### src/rtl/ffrt_pkg.sv
// Shared types and constants for the FASTA/FASTQ record tokenizer.
`timescale 1ns / 1ps

package ffrt_pkg;

    // Counter width and the saturating counter width (capped at 32 bits)
    localparam int LENGTH_WIDTH = 32;
    localparam int CNT_W        = (LENGTH_WIDTH >= 32) ? 32 : LENGTH_WIDTH;
    localparam int LEN_OUT_W    = 32;

    // Result queue between parser and output stage
    localparam int QDEPTH = 4;
    localparam int QPTR_W = $clog2(QDEPTH);
    localparam int QCNT_W = $clog2(QDEPTH + 1);

    // Port packing
    localparam int IN_DATA_W  = 8;
    localparam int OUT_DATA_W = 112;
    localparam int OUT_USER_W = 2;
    localparam int OUT_PAD_W  = OUT_DATA_W - (8 + 3 * LEN_OUT_W + 2);

    // Characters
    localparam logic [7:0] CH_LF      = 8'd10;
    localparam logic [7:0] CH_CR      = 8'd13;
    localparam logic [7:0] CH_TAB     = 8'd9;
    localparam logic [7:0] CH_SPACE   = 8'd32;
    localparam logic [7:0] MARK_FASTA = 8'd62;
    localparam logic [7:0] MARK_FASTQ = 8'd64;

    // Result kinds
    typedef enum logic [1:0] {
        KIND_IDENT   = 2'd0,
        KIND_SEQ     = 2'd1,
        KIND_QUAL    = 2'd2,
        KIND_SUMMARY = 2'd3
    } t_kind;

    // One result item
    typedef struct packed {
        t_kind                  kind;
        logic [7:0]             data;
        logic [LEN_OUT_W-1:0]   ident_len;
        logic [LEN_OUT_W-1:0]   seq_len;
        logic [LEN_OUT_W-1:0]   quality_len;
        logic                   rec_valid;
        logic                   fastq;
        logic                   last;
    } t_result;

    // Everything one input byte produces: one result, or two when dual is set
    typedef struct packed {
        logic    dual;
        t_result first;
        t_result second;
    } t_entry;

endpackage

### src/rtl/ffrt_front.sv
// Parser front end: accepts bytes, tracks record phase and counters, builds result entries.
`timescale 1ns / 1ps

module ffrt_front (
    input  logic              i_clk,
    input  logic              i_rst_n,
    input  logic              i_valid,
    output logic              o_ready,
    input  logic [7:0]        i_byte,
    input  logic              i_eos,
    input  logic              i_full,
    output logic              o_push,
    output ffrt_pkg::t_entry  o_entry,
    output logic              o_halted
);
    import ffrt_pkg::*;

    typedef enum logic [3:0] {
        PH_FIRST  = 4'd0,
        PH_START  = 4'd1,
        PH_IDENT  = 4'd2,
        PH_HDR    = 4'd3,
        PH_FSEQ   = 4'd4,
        PH_QSEQW  = 4'd5,
        PH_QSEQ   = 4'd6,
        PH_QPLUSW = 4'd7,
        PH_QPLUS  = 4'd8,
        PH_QQUALW = 4'd9,
        PH_QQUAL  = 4'd10
    } t_phase;

    t_phase           r_phase, n_phase;
    logic             r_fastq, n_fastq;
    logic             r_halted, n_halted;
    logic [CNT_W-1:0] r_ident, n_ident;
    logic [CNT_W-1:0] r_seq, n_seq;
    logic [CNT_W-1:0] r_trim, n_trim;
    logic [CNT_W-1:0] r_qual, n_qual;

    logic   w_accept;
    t_entry w_entry;
    logic   w_any;

    function automatic logic [CNT_W-1:0] sat_inc(input logic [CNT_W-1:0] c);
        return (c == {CNT_W{1'b1}}) ? c : c + 1'b1;
    endfunction

    function automatic t_result make_sum(input logic [CNT_W-1:0] id,
                                         input logic [CNT_W-1:0] tr,
                                         input logic [CNT_W-1:0] qu,
                                         input logic             fq);
        t_result r;
        r             = '0;
        r.kind        = KIND_SUMMARY;
        r.ident_len   = LEN_OUT_W'(id);
        r.seq_len     = LEN_OUT_W'(tr);
        r.quality_len = fq ? LEN_OUT_W'(qu) : '0;
        r.rec_valid   = (id != '0) && (tr != '0);
        r.fastq       = fq;
        return r;
    endfunction

    assign o_ready  = !i_full;
    assign w_accept = i_valid && o_ready;

    // Next-state and result building for one byte
    always_comb begin
        logic             consumed;
        logic             lf;
        logic             cr;
        logic             open_rec;
        logic             item_v;
        logic             fsum_v;
        logic             esum_v;
        logic             fq;
        logic [CNT_W-1:0] seq_inc;
        t_result          item;
        t_result          fsum;
        t_result          esum;

        n_phase  = r_phase;
        n_fastq  = r_fastq;
        n_halted = r_halted;
        n_ident  = r_ident;
        n_seq    = r_seq;
        n_trim   = r_trim;
        n_qual   = r_qual;
        consumed = 1'b0;
        open_rec = 1'b0;
        item_v   = 1'b0;
        fsum_v   = 1'b0;
        esum_v   = 1'b0;
        lf       = (i_byte == CH_LF);
        cr       = (i_byte == CH_CR);
        seq_inc  = sat_inc(r_seq);
        item     = '0;
        item.data = i_byte;
        fsum     = make_sum(r_ident, r_trim, r_qual, r_fastq);

        if (!r_halted) begin
            // first byte picks the format
            if (r_phase == PH_FIRST) begin
                if (i_byte == MARK_FASTQ) begin
                    n_fastq  = 1'b1;
                    open_rec = 1'b1;
                    consumed = 1'b1;
                end else begin
                    n_fastq = 1'b0;
                    n_phase = PH_START;
                end
            end
            if (!consumed) begin
                case (n_phase)
                    PH_START: begin
                        if (lf || cr || (n_fastq && i_byte == CH_SPACE)) begin
                            n_phase = PH_START;
                        end else if (i_byte == (n_fastq ? MARK_FASTQ : MARK_FASTA)) begin
                            open_rec = 1'b1;
                        end else begin
                            n_halted = 1'b1;
                        end
                    end
                    PH_IDENT: begin
                        if (i_byte == CH_SPACE || i_byte == CH_TAB || cr) begin
                            n_phase = PH_HDR;
                        end else if (lf) begin
                            n_phase = n_fastq ? PH_QSEQW : PH_FSEQ;
                        end else begin
                            n_ident   = sat_inc(r_ident);
                            item_v    = 1'b1;
                            item.kind = KIND_IDENT;
                        end
                    end
                    PH_HDR: begin
                        if (lf) begin
                            n_phase = n_fastq ? PH_QSEQW : PH_FSEQ;
                        end
                    end
                    PH_FSEQ: begin
                        if (i_byte == MARK_FASTA) begin
                            fsum_v   = 1'b1;
                            open_rec = 1'b1;
                        end else if (!lf && !cr) begin
                            n_seq     = seq_inc;
                            n_trim    = (i_byte != CH_SPACE) ? seq_inc : r_trim;
                            item_v    = 1'b1;
                            item.kind = KIND_SEQ;
                        end
                    end
                    PH_QSEQW, PH_QSEQ: begin
                        if (lf && n_phase == PH_QSEQ) begin
                            n_phase = PH_QPLUSW;
                        end else if (!lf && !cr) begin
                            n_seq     = seq_inc;
                            n_trim    = (i_byte != CH_SPACE) ? seq_inc : r_trim;
                            item_v    = 1'b1;
                            item.kind = KIND_SEQ;
                            n_phase   = PH_QSEQ;
                        end
                    end
                    PH_QPLUSW: begin
                        if (!lf && !cr) begin
                            n_phase = PH_QPLUS;
                        end
                    end
                    PH_QPLUS: begin
                        if (lf) begin
                            n_phase = PH_QQUALW;
                        end
                    end
                    PH_QQUALW, PH_QQUAL: begin
                        if (lf && n_phase == PH_QQUAL) begin
                            fsum_v  = 1'b1;
                            n_phase = PH_START;
                        end else if (!lf && !cr) begin
                            n_qual    = sat_inc(r_qual);
                            item_v    = 1'b1;
                            item.kind = KIND_QUAL;
                            n_phase   = PH_QQUAL;
                        end
                    end
                    default: begin
                        n_halted = 1'b1;
                    end
                endcase
            end
            // a new record clears the counters
            if (open_rec) begin
                n_ident = '0;
                n_seq   = '0;
                n_trim  = '0;
                n_qual  = '0;
                n_phase = PH_IDENT;
            end
        end

        fq         = n_fastq;
        item.fastq = fq;
        fsum.fastq = fq;
        esum       = make_sum(n_ident, n_trim, n_qual, fq);

        // end of stream closes an open record and restarts the parser
        if (i_eos) begin
            esum_v   = !n_halted && (n_phase inside {[PH_IDENT:PH_QQUAL]});
            n_phase  = PH_FIRST;
            n_fastq  = 1'b0;
            n_halted = 1'b0;
            n_ident  = '0;
            n_seq    = '0;
            n_trim   = '0;
            n_qual   = '0;
        end

        w_entry.dual   = (item_v || fsum_v) && esum_v;
        w_entry.first  = item_v ? item : (fsum_v ? fsum : esum);
        w_entry.second = esum;
        if (i_eos) begin
            if (w_entry.dual) begin
                w_entry.second.last = 1'b1;
            end else begin
                w_entry.first.last = 1'b1;
            end
        end
        w_any = item_v || fsum_v || esum_v;
    end

    // State registers
    always_ff @(posedge i_clk) begin
        if (!i_rst_n) begin
            r_phase  <= PH_FIRST;
            r_fastq  <= 1'b0;
            r_halted <= 1'b0;
            r_ident  <= '0;
            r_seq    <= '0;
            r_trim   <= '0;
            r_qual   <= '0;
        end else if (w_accept) begin
            r_phase  <= n_phase;
            r_fastq  <= n_fastq;
            r_halted <= n_halted;
            r_ident  <= n_ident;
            r_seq    <= n_seq;
            r_trim   <= n_trim;
            r_qual   <= n_qual;
        end
    end

    assign o_push   = w_accept && w_any;
    assign o_entry  = w_entry;
    assign o_halted = r_halted;

endmodule

### src/rtl/ffrt_queue.sv
// Short entry queue between the parser and the output stage.
`timescale 1ns / 1ps

module ffrt_queue (
    input  logic              i_clk,
    input  logic              i_rst_n,
    input  logic              i_push,
    input  ffrt_pkg::t_entry  i_entry,
    input  logic              i_pop,
    output ffrt_pkg::t_entry  o_head,
    output logic              o_full,
    output logic              o_empty
);
    import ffrt_pkg::*;

    t_entry            r_slot [QDEPTH];
    logic [QPTR_W-1:0] r_wr_ptr;
    logic [QPTR_W-1:0] r_rd_ptr;
    logic [QCNT_W-1:0] r_count;

    // Entry storage
    always_ff @(posedge i_clk) begin
        if (i_push) begin
            r_slot[r_wr_ptr] <= i_entry;
        end
    end

    // Pointers and fill count
    always_ff @(posedge i_clk) begin
        if (!i_rst_n) begin
            r_wr_ptr <= '0;
            r_rd_ptr <= '0;
            r_count  <= '0;
        end else begin
            if (i_push) begin
                r_wr_ptr <= r_wr_ptr + 1'b1;
            end
            if (i_pop) begin
                r_rd_ptr <= r_rd_ptr + 1'b1;
            end
            if (i_push && !i_pop) begin
                r_count <= r_count + 1'b1;
            end else if (i_pop && !i_push) begin
                r_count <= r_count - 1'b1;
            end
        end
    end

    assign o_head  = r_slot[r_rd_ptr];
    assign o_full  = (r_count == QCNT_W'(QDEPTH));
    assign o_empty = (r_count == '0);

endmodule

### src/rtl/ffrt_back.sv
// Output stage: unrolls queue entries into result items behind an output register.
`timescale 1ns / 1ps

module ffrt_back (
    input  logic               i_clk,
    input  logic               i_rst_n,
    input  ffrt_pkg::t_entry   i_head,
    input  logic               i_empty,
    output logic               o_pop,
    output logic               o_valid,
    input  logic               i_ready,
    output ffrt_pkg::t_result  o_result
);
    import ffrt_pkg::*;

    logic    r_valid;
    logic    r_second;
    t_result r_out;
    logic    w_load;
    logic    w_take_first;

    assign w_load       = !r_valid || i_ready;
    // the first half of a two-result entry leaves the entry in the queue
    assign w_take_first = i_head.dual && !r_second;
    assign o_pop        = w_load && !i_empty && !w_take_first;

    // Output register and half-entry flag
    always_ff @(posedge i_clk) begin
        if (!i_rst_n) begin
            r_valid  <= 1'b0;
            r_second <= 1'b0;
        end else if (w_load) begin
            r_valid <= !i_empty;
            if (!i_empty) begin
                r_second <= w_take_first;
            end
        end
    end

    always_ff @(posedge i_clk) begin
        if (w_load && !i_empty) begin
            r_out <= (i_head.dual && r_second) ? i_head.second : i_head.first;
        end
    end

    assign o_valid  = r_valid;
    assign o_result = r_out;

endmodule

### src/rtl/fasta_fastq_record_tokenizer.sv
// Top level of the FASTA/FASTQ record tokenizer.
//
//  channel | dir | handshake                 | payload
//  --------+-----+---------------------------+-----------------------------------------
//  s       | in  | i_s_tvalid / o_s_tready   | tdata: data_byte; tlast: end_of_stream
//  m       | out | o_m_tvalid / i_m_tready   | tdata: out_byte, lengths, flags;
//          |     |                           | tuser: item_kind; tlast: final_item
//
// One byte is accepted per cycle unless the queue is full; results pass through the queue and
// then the output register. A byte that yields two results (end of stream closing a record) is
// one queue entry unrolled into two items. The output register drains one result per cycle while
// the receiver is ready; output stalls back up into the four-entry queue, which sets the slack.
// Reset clears the parser state, the queue pointers and the output valid.
`timescale 1ns / 1ps

module fasta_fastq_record_tokenizer (
    input  logic         i_clk,
    input  logic         i_rst_n,
    input  logic         i_s_tvalid,
    output logic         o_s_tready,
    // [7:0] data_byte
    input  logic [7:0]   i_s_tdata,
    input  logic         i_s_tlast,
    output logic         o_m_tvalid,
    input  logic         i_m_tready,
    // [7:0] out_byte, [39:8] ident_length, [71:40] seq_length,
    // [103:72] quality_length, [104] record_valid, [105] fastq_mode, [111:106] zero
    output logic [111:0] o_m_tdata,
    // [1:0] item_kind
    output logic [1:0]   o_m_tuser,
    output logic         o_m_tlast
);
    import ffrt_pkg::*;

    logic    w_push;
    logic    w_pop;
    logic    w_full;
    logic    w_empty;
    logic    w_halted;
    t_entry  w_entry;
    t_entry  w_head;
    t_result w_result;

    // Parser front end
    ffrt_front u_front (
        .i_clk    (i_clk),
        .i_rst_n  (i_rst_n),
        .i_valid  (i_s_tvalid),
        .o_ready  (o_s_tready),
        .i_byte   (i_s_tdata),
        .i_eos    (i_s_tlast),
        .i_full   (w_full),
        .o_push   (w_push),
        .o_entry  (w_entry),
        .o_halted (w_halted)
    );

    // Decoupling queue
    ffrt_queue u_queue (
        .i_clk   (i_clk),
        .i_rst_n (i_rst_n),
        .i_push  (w_push),
        .i_entry (w_entry),
        .i_pop   (w_pop),
        .o_head  (w_head),
        .o_full  (w_full),
        .o_empty (w_empty)
    );

    // Output stage
    ffrt_back u_back (
        .i_clk    (i_clk),
        .i_rst_n  (i_rst_n),
        .i_head   (w_head),
        .i_empty  (w_empty),
        .o_pop    (w_pop),
        .o_valid  (o_m_tvalid),
        .i_ready  (i_m_tready),
        .o_result (w_result)
    );

    // Port packing
    assign o_m_tdata = {{OUT_PAD_W{1'b0}}, w_result.fastq, w_result.rec_valid,
                        w_result.quality_len, w_result.seq_len, w_result.ident_len,
                        w_result.data};
    assign o_m_tuser = w_result.kind;
    assign o_m_tlast = w_result.last;

    // Queue never written while full, never read while empty
    a_no_overflow: assert property (@(posedge i_clk) disable iff (!i_rst_n)
        w_push |-> !w_full)
        else $error("queue written while full");

    a_no_underflow: assert property (@(posedge i_clk) disable iff (!i_rst_n)
        w_pop |-> !w_empty)
        else $error("queue read while empty");

    // A halted parser produces nothing until the stream ends
    a_halt_silent: assert property (@(posedge i_clk) disable iff (!i_rst_n)
        w_halted |-> !w_push)
        else $error("result produced while halted");

    // Byte items carry no lengths and no valid flag
    a_item_no_len: assert property (@(posedge i_clk) disable iff (!i_rst_n)
        (o_m_tvalid && o_m_tuser != KIND_SUMMARY) |-> (o_m_tdata[104:8] == '0))
        else $error("byte item carries summary fields");

endmodule

### config.mk
export PLATFORM = sky130hd
export DESIGN_NAME = fasta_fastq_record_tokenizer
export DESIGN_NICKNAME = d
export VERILOG_FILES = /design/src/rtl/ffrt_pkg.sv /design/src/rtl/ffrt_front.sv /design/src/rtl/ffrt_queue.sv /design/src/rtl/ffrt_back.sv /design/src/rtl/fasta_fastq_record_tokenizer.sv
export SDC_FILE = /design/constraint.sdc
export NUM_CORES = 1
export LEC_CHECK = 0
export BUFFER_PORTS_ARGS = -buffer_cell sky130_fd_sc_hd__buf_4
export CELL_PAD_IN_SITES_DETAIL_PLACEMENT = 0
export CELL_PAD_IN_SITES_GLOBAL_PLACEMENT = 1
export CORE_AREA = 2 2 299 301
export CTS_CLUSTER_DIAMETER = 120
export DETAILED_ROUTE_END_ITERATION = 10
export DIE_AREA = 0 0 301 303
export PLACE_DENSITY = 0.8
export SYNTH_ARGS = -nofsm -noshare
export SYNTH_HDL_FRONTEND = slang
export SYNTH_SLANG_ARGS = --single-unit
### constraint.sdc
create_clock -name i_clk -period 14.3 [get_ports i_clk]
set_clock_uncertainty 0.1 [all_clocks]
set_input_delay 3.575 -clock i_clk [delete_from_list [all_inputs] [get_ports i_clk]]
set_output_delay 3.575 -clock i_clk [all_outputs]
set_load 0.01 [all_outputs]
==> results.cfg, run 1 <==
[place]
post-place-ws_ps = 4710
dp_hpwl_um = 66200
gp_congestion = 0.887
port_buffers = 123
dp_cells = 4185
post_dp_cell_area_mm2 = 0.0482

[detailed_routing]
wl_per_cell_um = 24.4
via_per_inst = 6.09
ant_nets = 0
vias = 26700
routed_wirelength_um = 107000
drtPass1Iterations = 6
drc = 0
drtIter0Drc = 2621

[layout]
fin_area_mm2 = 0.0518
layout-drive-gt1-share = 0.217
final-instance-count-excl-fill = 4385
final_net_count = 3152
multi_input_area_mm2 = 0.0141
register_area_mm2 = 0.0312
mostFrequentLayoutCell = edfxtp_1
diodes = 0
syn_to_final_growth_pct = 12.3
final_cell_mix = 941 x edfxtp_1, 224 x nor2_1, 208 x mux4_2
finish.utilization = 0.589
n_fill_cell = 6630

[status]
status = finished, final reports clean

[setup_path]
r2r_slack_ps = 8430
worst-path-max-fanout = 66
slowest_delay_ps = 850
startpoint = i_s_tdata[6]
path_class = in2reg
critPathArrivalTime_ps = 9120
rr_endpoint = u_queue.r_slot[0][45]
worstSetupEndpoint = u_queue.r_slot[0][45]
cpMostUsedCell = buf_4
path_cells = buf_4 > or4b_1 > a211oi_4 > a311oi_2 > nand3_1 > nand2_1 > o41ai_1 > o2111ai_1 > a21oi_2 > and2_4 > buf_4 > buf_4
reg2reg_from = u_front.r_phase[0]
r2r_cells = 11
worstSetupStartpointType = input pin
end_kind = flop
critical_path.slowest_cell = buf_4
cp_data_required_time_ps = 14520

[sta]
fin_worst_hold_slack_ps = 420
finalHoldViolations = 0
finalSetupViolCount = 0
slew_headroom = 0.243
worst_pin_slew_ps = 1140
setup-tns-final_ps = 0
drv_slew = 0
fmax_mhz = 112
finalWorstSetupSlack_ps = 5400
period_share = 0.623
fin_crit_ps = 8900
rsz0062_at_grt = false

[cts]
clock_latency_ps = 700
root_buffer = clkbuf_16
clockBufferDepth = 3
numClockSinks = 1086
numCtsBuffers = 107
ctsHoldBuffers = 0
cts_tree = yes
post_cts_buffers = 0
cts.repair.resized = 0
htreeDepth = 3
clkSlewWorstSetupHoldPaths_ps = 60

[synth]
syn_inst = 3045
yosysTopAreaCell = edfxtp_1
ys_seq_area_frac = 0.675
syn_area_per_cell_um2 = 15.2
ys_async_sr_fraction = 0
synth_edf_count = 941
yosys_warnings = 0
netlist.area_leader.share = 0.612
ys.flop_type = edfxtp_1
ys_ff_latch = 1086
synthTopCellsByArea = edfxtp_1 61%, mux4_2 10%, dfxtp_1 6.3%
synth.distinct_cells = 92
synth_area_mm2 = 0.0461

[global_routing]
grt_overflow_total = 0
antenna_found_initial = 1
grt_max_degree = 112
grt_pass1_vias = 27100
grt_use_total = 0.237
grt_pass1_wl_um = 164000

[die]
die_height_um = 303
initial_core_util = 0.525
dieArea_mm2 = 0.0912
core_area_mm2 = 0.0880
io_pins = 130
rows = 109
die_x_um = 301

[min_path]
hold_class = reg2reg

[pwr]
ir_worst_vdd_mv = 0.170
powerDensity_mw_per_mm2 = 134
leakagePower_nw = 15.9
power_mw = 6.96

[job]
maxCapViolations = 0
[area by class of cell]
cell class | count | share of cell area
clock buffer | 140 | 0.0562
clock inverter | 60 | 0.0127
inverter | 35 | 0.00254
multi-input combinational | 1725 | 0.273
sequential | 1086 | 0.602
tap | 1165 | 0.0281
timing repair buffer | 174 | 0.0257
[flip-flops by register name, indices dropped and copies added, names as in the netlist, named ones only]
register / count
u_queue.r_slot: 832
u_queue.r_rd_ptr: 2
u_front.r_seq: 32
u_front.r_trim: 32
u_back.r_second: 1
u_back.o_result: 109
u_front.r_phase: 4
u_front.o_halted: 1
u_back.o_valid: 1
u_front.r_fastq: 1
u_front.r_ident: 32
u_front.r_qual: 32
u_queue.r_wr_ptr: 2
u_queue.r_count: 3
[cell families (layout without fill, tap and decap cells)]
| logic type | after synthesis | in the layout | synth area share |
|---|---|---|---|
| DFF | 1086 | 1086 | 0.675 |
| and+or+nand+nor | 900 | 900 | 0.0987 |
| AOI/OAI and AO/OA | 411 | 411 | 0.0592 |
| muxes | 312 | 312 | 0.127 |
| buffers and inverters | 239 | 409 | 0.0208 |
| xor gates and xnor gates | 86 | 86 | 0.0163 |
| adders and majority gates | 10 | 10 | 0.00287 |
| other | 1 | 6 | 0.0000813 |
[routing by layer]
metal,part of all wire,up-vias,global-route usage
met1,0.42,13600,0.322
met4,0.031,4,0.0813
met3,0.068,180,0.0458
met5,0.0016,-,0.0119
li1,-,12000,-
met2,0.48,931,0.384
[synth_stat cells (4+ instances only)]
cell / n
o21a_1: 9
a21boi_0: 10
or4_1: 9
o31ai_1: 22
xnor2_1: 51
a211o_1: 4
buf_2: 21
o41ai_1: 5
or2_2: 7
a21boi_1: 5
a311oi_1: 6
nor4_1: 34
clkbuf_1: 147
ha_1: 9
buf_1: 27
nor2_1: 226
a31oi_1: 12
nor3_1: 75
mux2i_1: 5
dfxtp_1: 145
nand2_1: 184
inv_1: 34
mux2_2: 99
nor2b_1: 108
a211oi_1: 17
o31a_1: 5
and2_1: 63
or3_1: 19
xor2_1: 35
a22oi_1: 65
o21ai_0: 119
a32oi_1: 4
edfxtp_1: 941
and4_1: 13
and3_1: 19
nand4_1: 23
nand3b_1: 6
buf_4: 7
a21oi_1: 74
o22ai_1: 7
mux4_2: 208
nand3_1: 87
nand2b_1: 5
[where the power goes]
group / switching (mW) / internal [mW] / total [mW]
clock: 1.20 / 1.59 / 2.80
sequential: 0.0457 / 3.54 / 3.58
combinational: 0.342 / 0.242 / 0.584
total: 1.59 / 5.37 / 6.96
[worst min-delay path by stage]
stage	from	end	cells after the start
6_report	u_front.r_qual[22]	u_front.r_qual[22]	2
3_3_place_gp	u_queue.r_wr_ptr[1]	u_queue.r_wr_ptr[1]	2
2_1_floorplan	u_queue.r_wr_ptr[1]	u_queue.r_wr_ptr[1]	2
3_5_place_dp	u_front.r_seq[6]	u_front.r_seq[6]	2
4_1_cts	u_front.r_seq[6]	u_front.r_seq[6]	2
5_1_grt	u_front.r_qual[22]	u_front.r_qual[22]	2
[worst max-delay path, delay by kind of cell]
kind | cells | cell delay, ps
AO/OA/AOI/OAI | 5 | 1980
AND/OR/NAND/NOR | 4 | 1740
buffers and inverters | 3 | 1710
Note: power is estimated with default switching activity, not from simulation.
==> run 2: changes to the inputs <==
- clock period: 14.3 -> 8.2 ns (I/O delays scaled with it)
==> results.cfg, run 2 (synthesis gave the netlist of run 1 again) <==
[pwr]
power_mw = 12.6
p_sw_frac = 0.220
power_frac_seq = 0.498
p_sw_mw = 2.77
powerDensity_mw_per_mm2 = 240
pwr-share-clk = 0.421
ir_worst_vdd_mv = 0.457
p_int_mw = 9.80
p_comb_frac = 0.081
leakagePower_nw = 16.1

[cts]
numCtsBuffers = 107
root_buffer = clkbuf_16
ctsHoldBuffers = 0
htreeDepth = 3
clock_latency_ps = 690
post_cts_buffers = 0
numClockSinks = 1086
cts_tree = yes
clockBufferDepth = 3
clkSlewWorstSetupHoldPaths_ps = 60
cts.repair.resized = 0

[detailed_routing]
via_per_inst = 6.15
routed_wirelength_um = 109000
wl_per_cell_um = 24.8
ant_nets = 0
drtIter0Drc = 2835
vias = 27000
drtPass1Iterations = 8
drc = 0

[job]
maxCapViolations = 0

[status]
status = finished, final reports clean

[sta]
setup-tns-final_ps = 0
fmax_mhz = 157
finalHoldViolations = 0
drv_slew = 0
period_share = 0.775
worst_pin_slew_ps = 1160
rsz0062_at_grt = false
slew_headroom = 0.223
fin_crit_ps = 6360
finalSetupViolCount = 0

[global_routing]
grt_use_met2 = 0.392
antenna_found_initial = 2
grt_max_degree = 113
use_met3 = 0.0353
met1_usage = 0.335
grt_overflow_total = 0
grt_pass1_wl_um = 165000
top_usage_layer = met2
grt_pass1_vias = 26700
grt_use_total = 0.239

[layout]
top_register = u_queue.r_slot
n_fill_cell = 6541
final-instance-count-excl-fill = 4388
final_net_count = 3157
syn_to_final_growth_pct = 13.3
layout-drive-gt1-share = 0.218
mostFrequentLayoutCell = edfxtp_1
fin_area_mm2 = 0.0523
final_cell_mix = 941 x edfxtp_1, 224 x nor2_1, 208 x mux4_2
diodes = 0
largest_reg_flops = 832

[place]
dp_hpwl_um = 67500
post_dp_cell_area_mm2 = 0.0484
gp_congestion = 0.931
port_buffers = 123
dp_cells = 4190

[die]
io_pins = 130
die_height_um = 303
core_area_mm2 = 0.0880
rows = 109
die_x_um = 301
dieArea_mm2 = 0.0912
initial_core_util = 0.525

[setup_path]
crit_buf_inv = 2
worstSetupStartpointType = input pin
crit_family = simple AND/OR/NAND/NOR gates
path_class = in2reg
critPathArrivalTime_ps = 6590
path_cells = buf_4 > or4b_1 > a211oi_4 > a311oi_2 > nand3_1 > nand2_1 > o41ai_1 > o2111ai_1 > a21oi_2 > and2_4 > buf_4
worst-path-max-fanout = 47
cp_data_required_time_ps = 8430
cpMostUsedCell = buf_4
end_kind = flop
critical_path.slowest_cell = and2_4
slowest_delay_ps = 810
r2r_slack_ps = 3200

[min_path]
hold_class = reg2reg
## run 2: cell types whose count changed in the layout (fill, tap and decap cells not counted), sizes merged
cell | previous run | this run
bufinv | 8 | 22
clkinv | 45 | 27
buf | 174 | 179
clkinvlp | 6 | 5
clkbuf | 140 | 139
inv | 36 | 40
## run 2: layer usage
metal / up-vias / part of all wire
met5: - / 0
met4: 0 / 0.024
met3: 172 / 0.068
met2: 1022 / 0.49
met1: 13800 / 0.42
li1: 12000 / -
## run 2: cell type report
| type | count | area, um2 | share of cell area |
|---|---|---|---|
| Tap cell | 1165 | 1460 | 0.0279 |
| Timing Repair Buffer | 179 | 1530 | 0.0293 |
| Sequential cell | 1086 | 31200 | 0.596 |
| Clock inverter | 59 | 952 | 0.0182 |
| Multi-Input combinational cell | 1725 | 14100 | 0.270 |
| Inverter | 35 | 131 | 0.00251 |
| Clock buffer | 139 | 2900 | 0.0555 |
## run 2: power by group through the flow
stage | Combinational [mW] | Sequential (mW) | Clock, mW
global placement | 1.03 | 6.37 | 0
CTS | 1.04 | 6.26 | 5.37
floorplan | 0.505 | 6.44 | 0
global route | 1.09 | 6.27 | 5.59
detailed placement | 1.03 | 6.38 | 0
finish | 1.02 | 6.26 | 5.29
## run 2: final timing paths
kind                  startpoint                endpoint  depth (start not counted)
min          u_queue.r_wr_ptr[1]     u_queue.r_wr_ptr[1]                          2
min reg2reg  u_queue.r_wr_ptr[1]     u_queue.r_wr_ptr[1]                          2
max                 i_s_tdata[6]   u_queue.r_slot[0][25]                         11
max reg2reg   u_front.r_phase[2]  u_queue.r_slot[0][101]                         12
## run 2: worst register-to-register path: stages (launching register included)
cell and delay (ps):
dfxtp_1 310, buf_4 280, nor2b_1 570, nand2_1 120, nor4_1 700, nand2_1 630, buf_4 410, nand2_1 100
a2bb2oi_1 320, nand2_1 90, nor4_1 560, a31oi_2 260, a21o_1 270
## run 2: per-stage QoR
stage               setup slack (ps)  utilization  hold slack [ps]
finish                          1840        0.594              408
global route                    1660        0.594              446
CTS                             1920        0.594              405
detailed placement              1200        0.550              396
global placement                1440        0.550              378
floorplan                        713            -              369
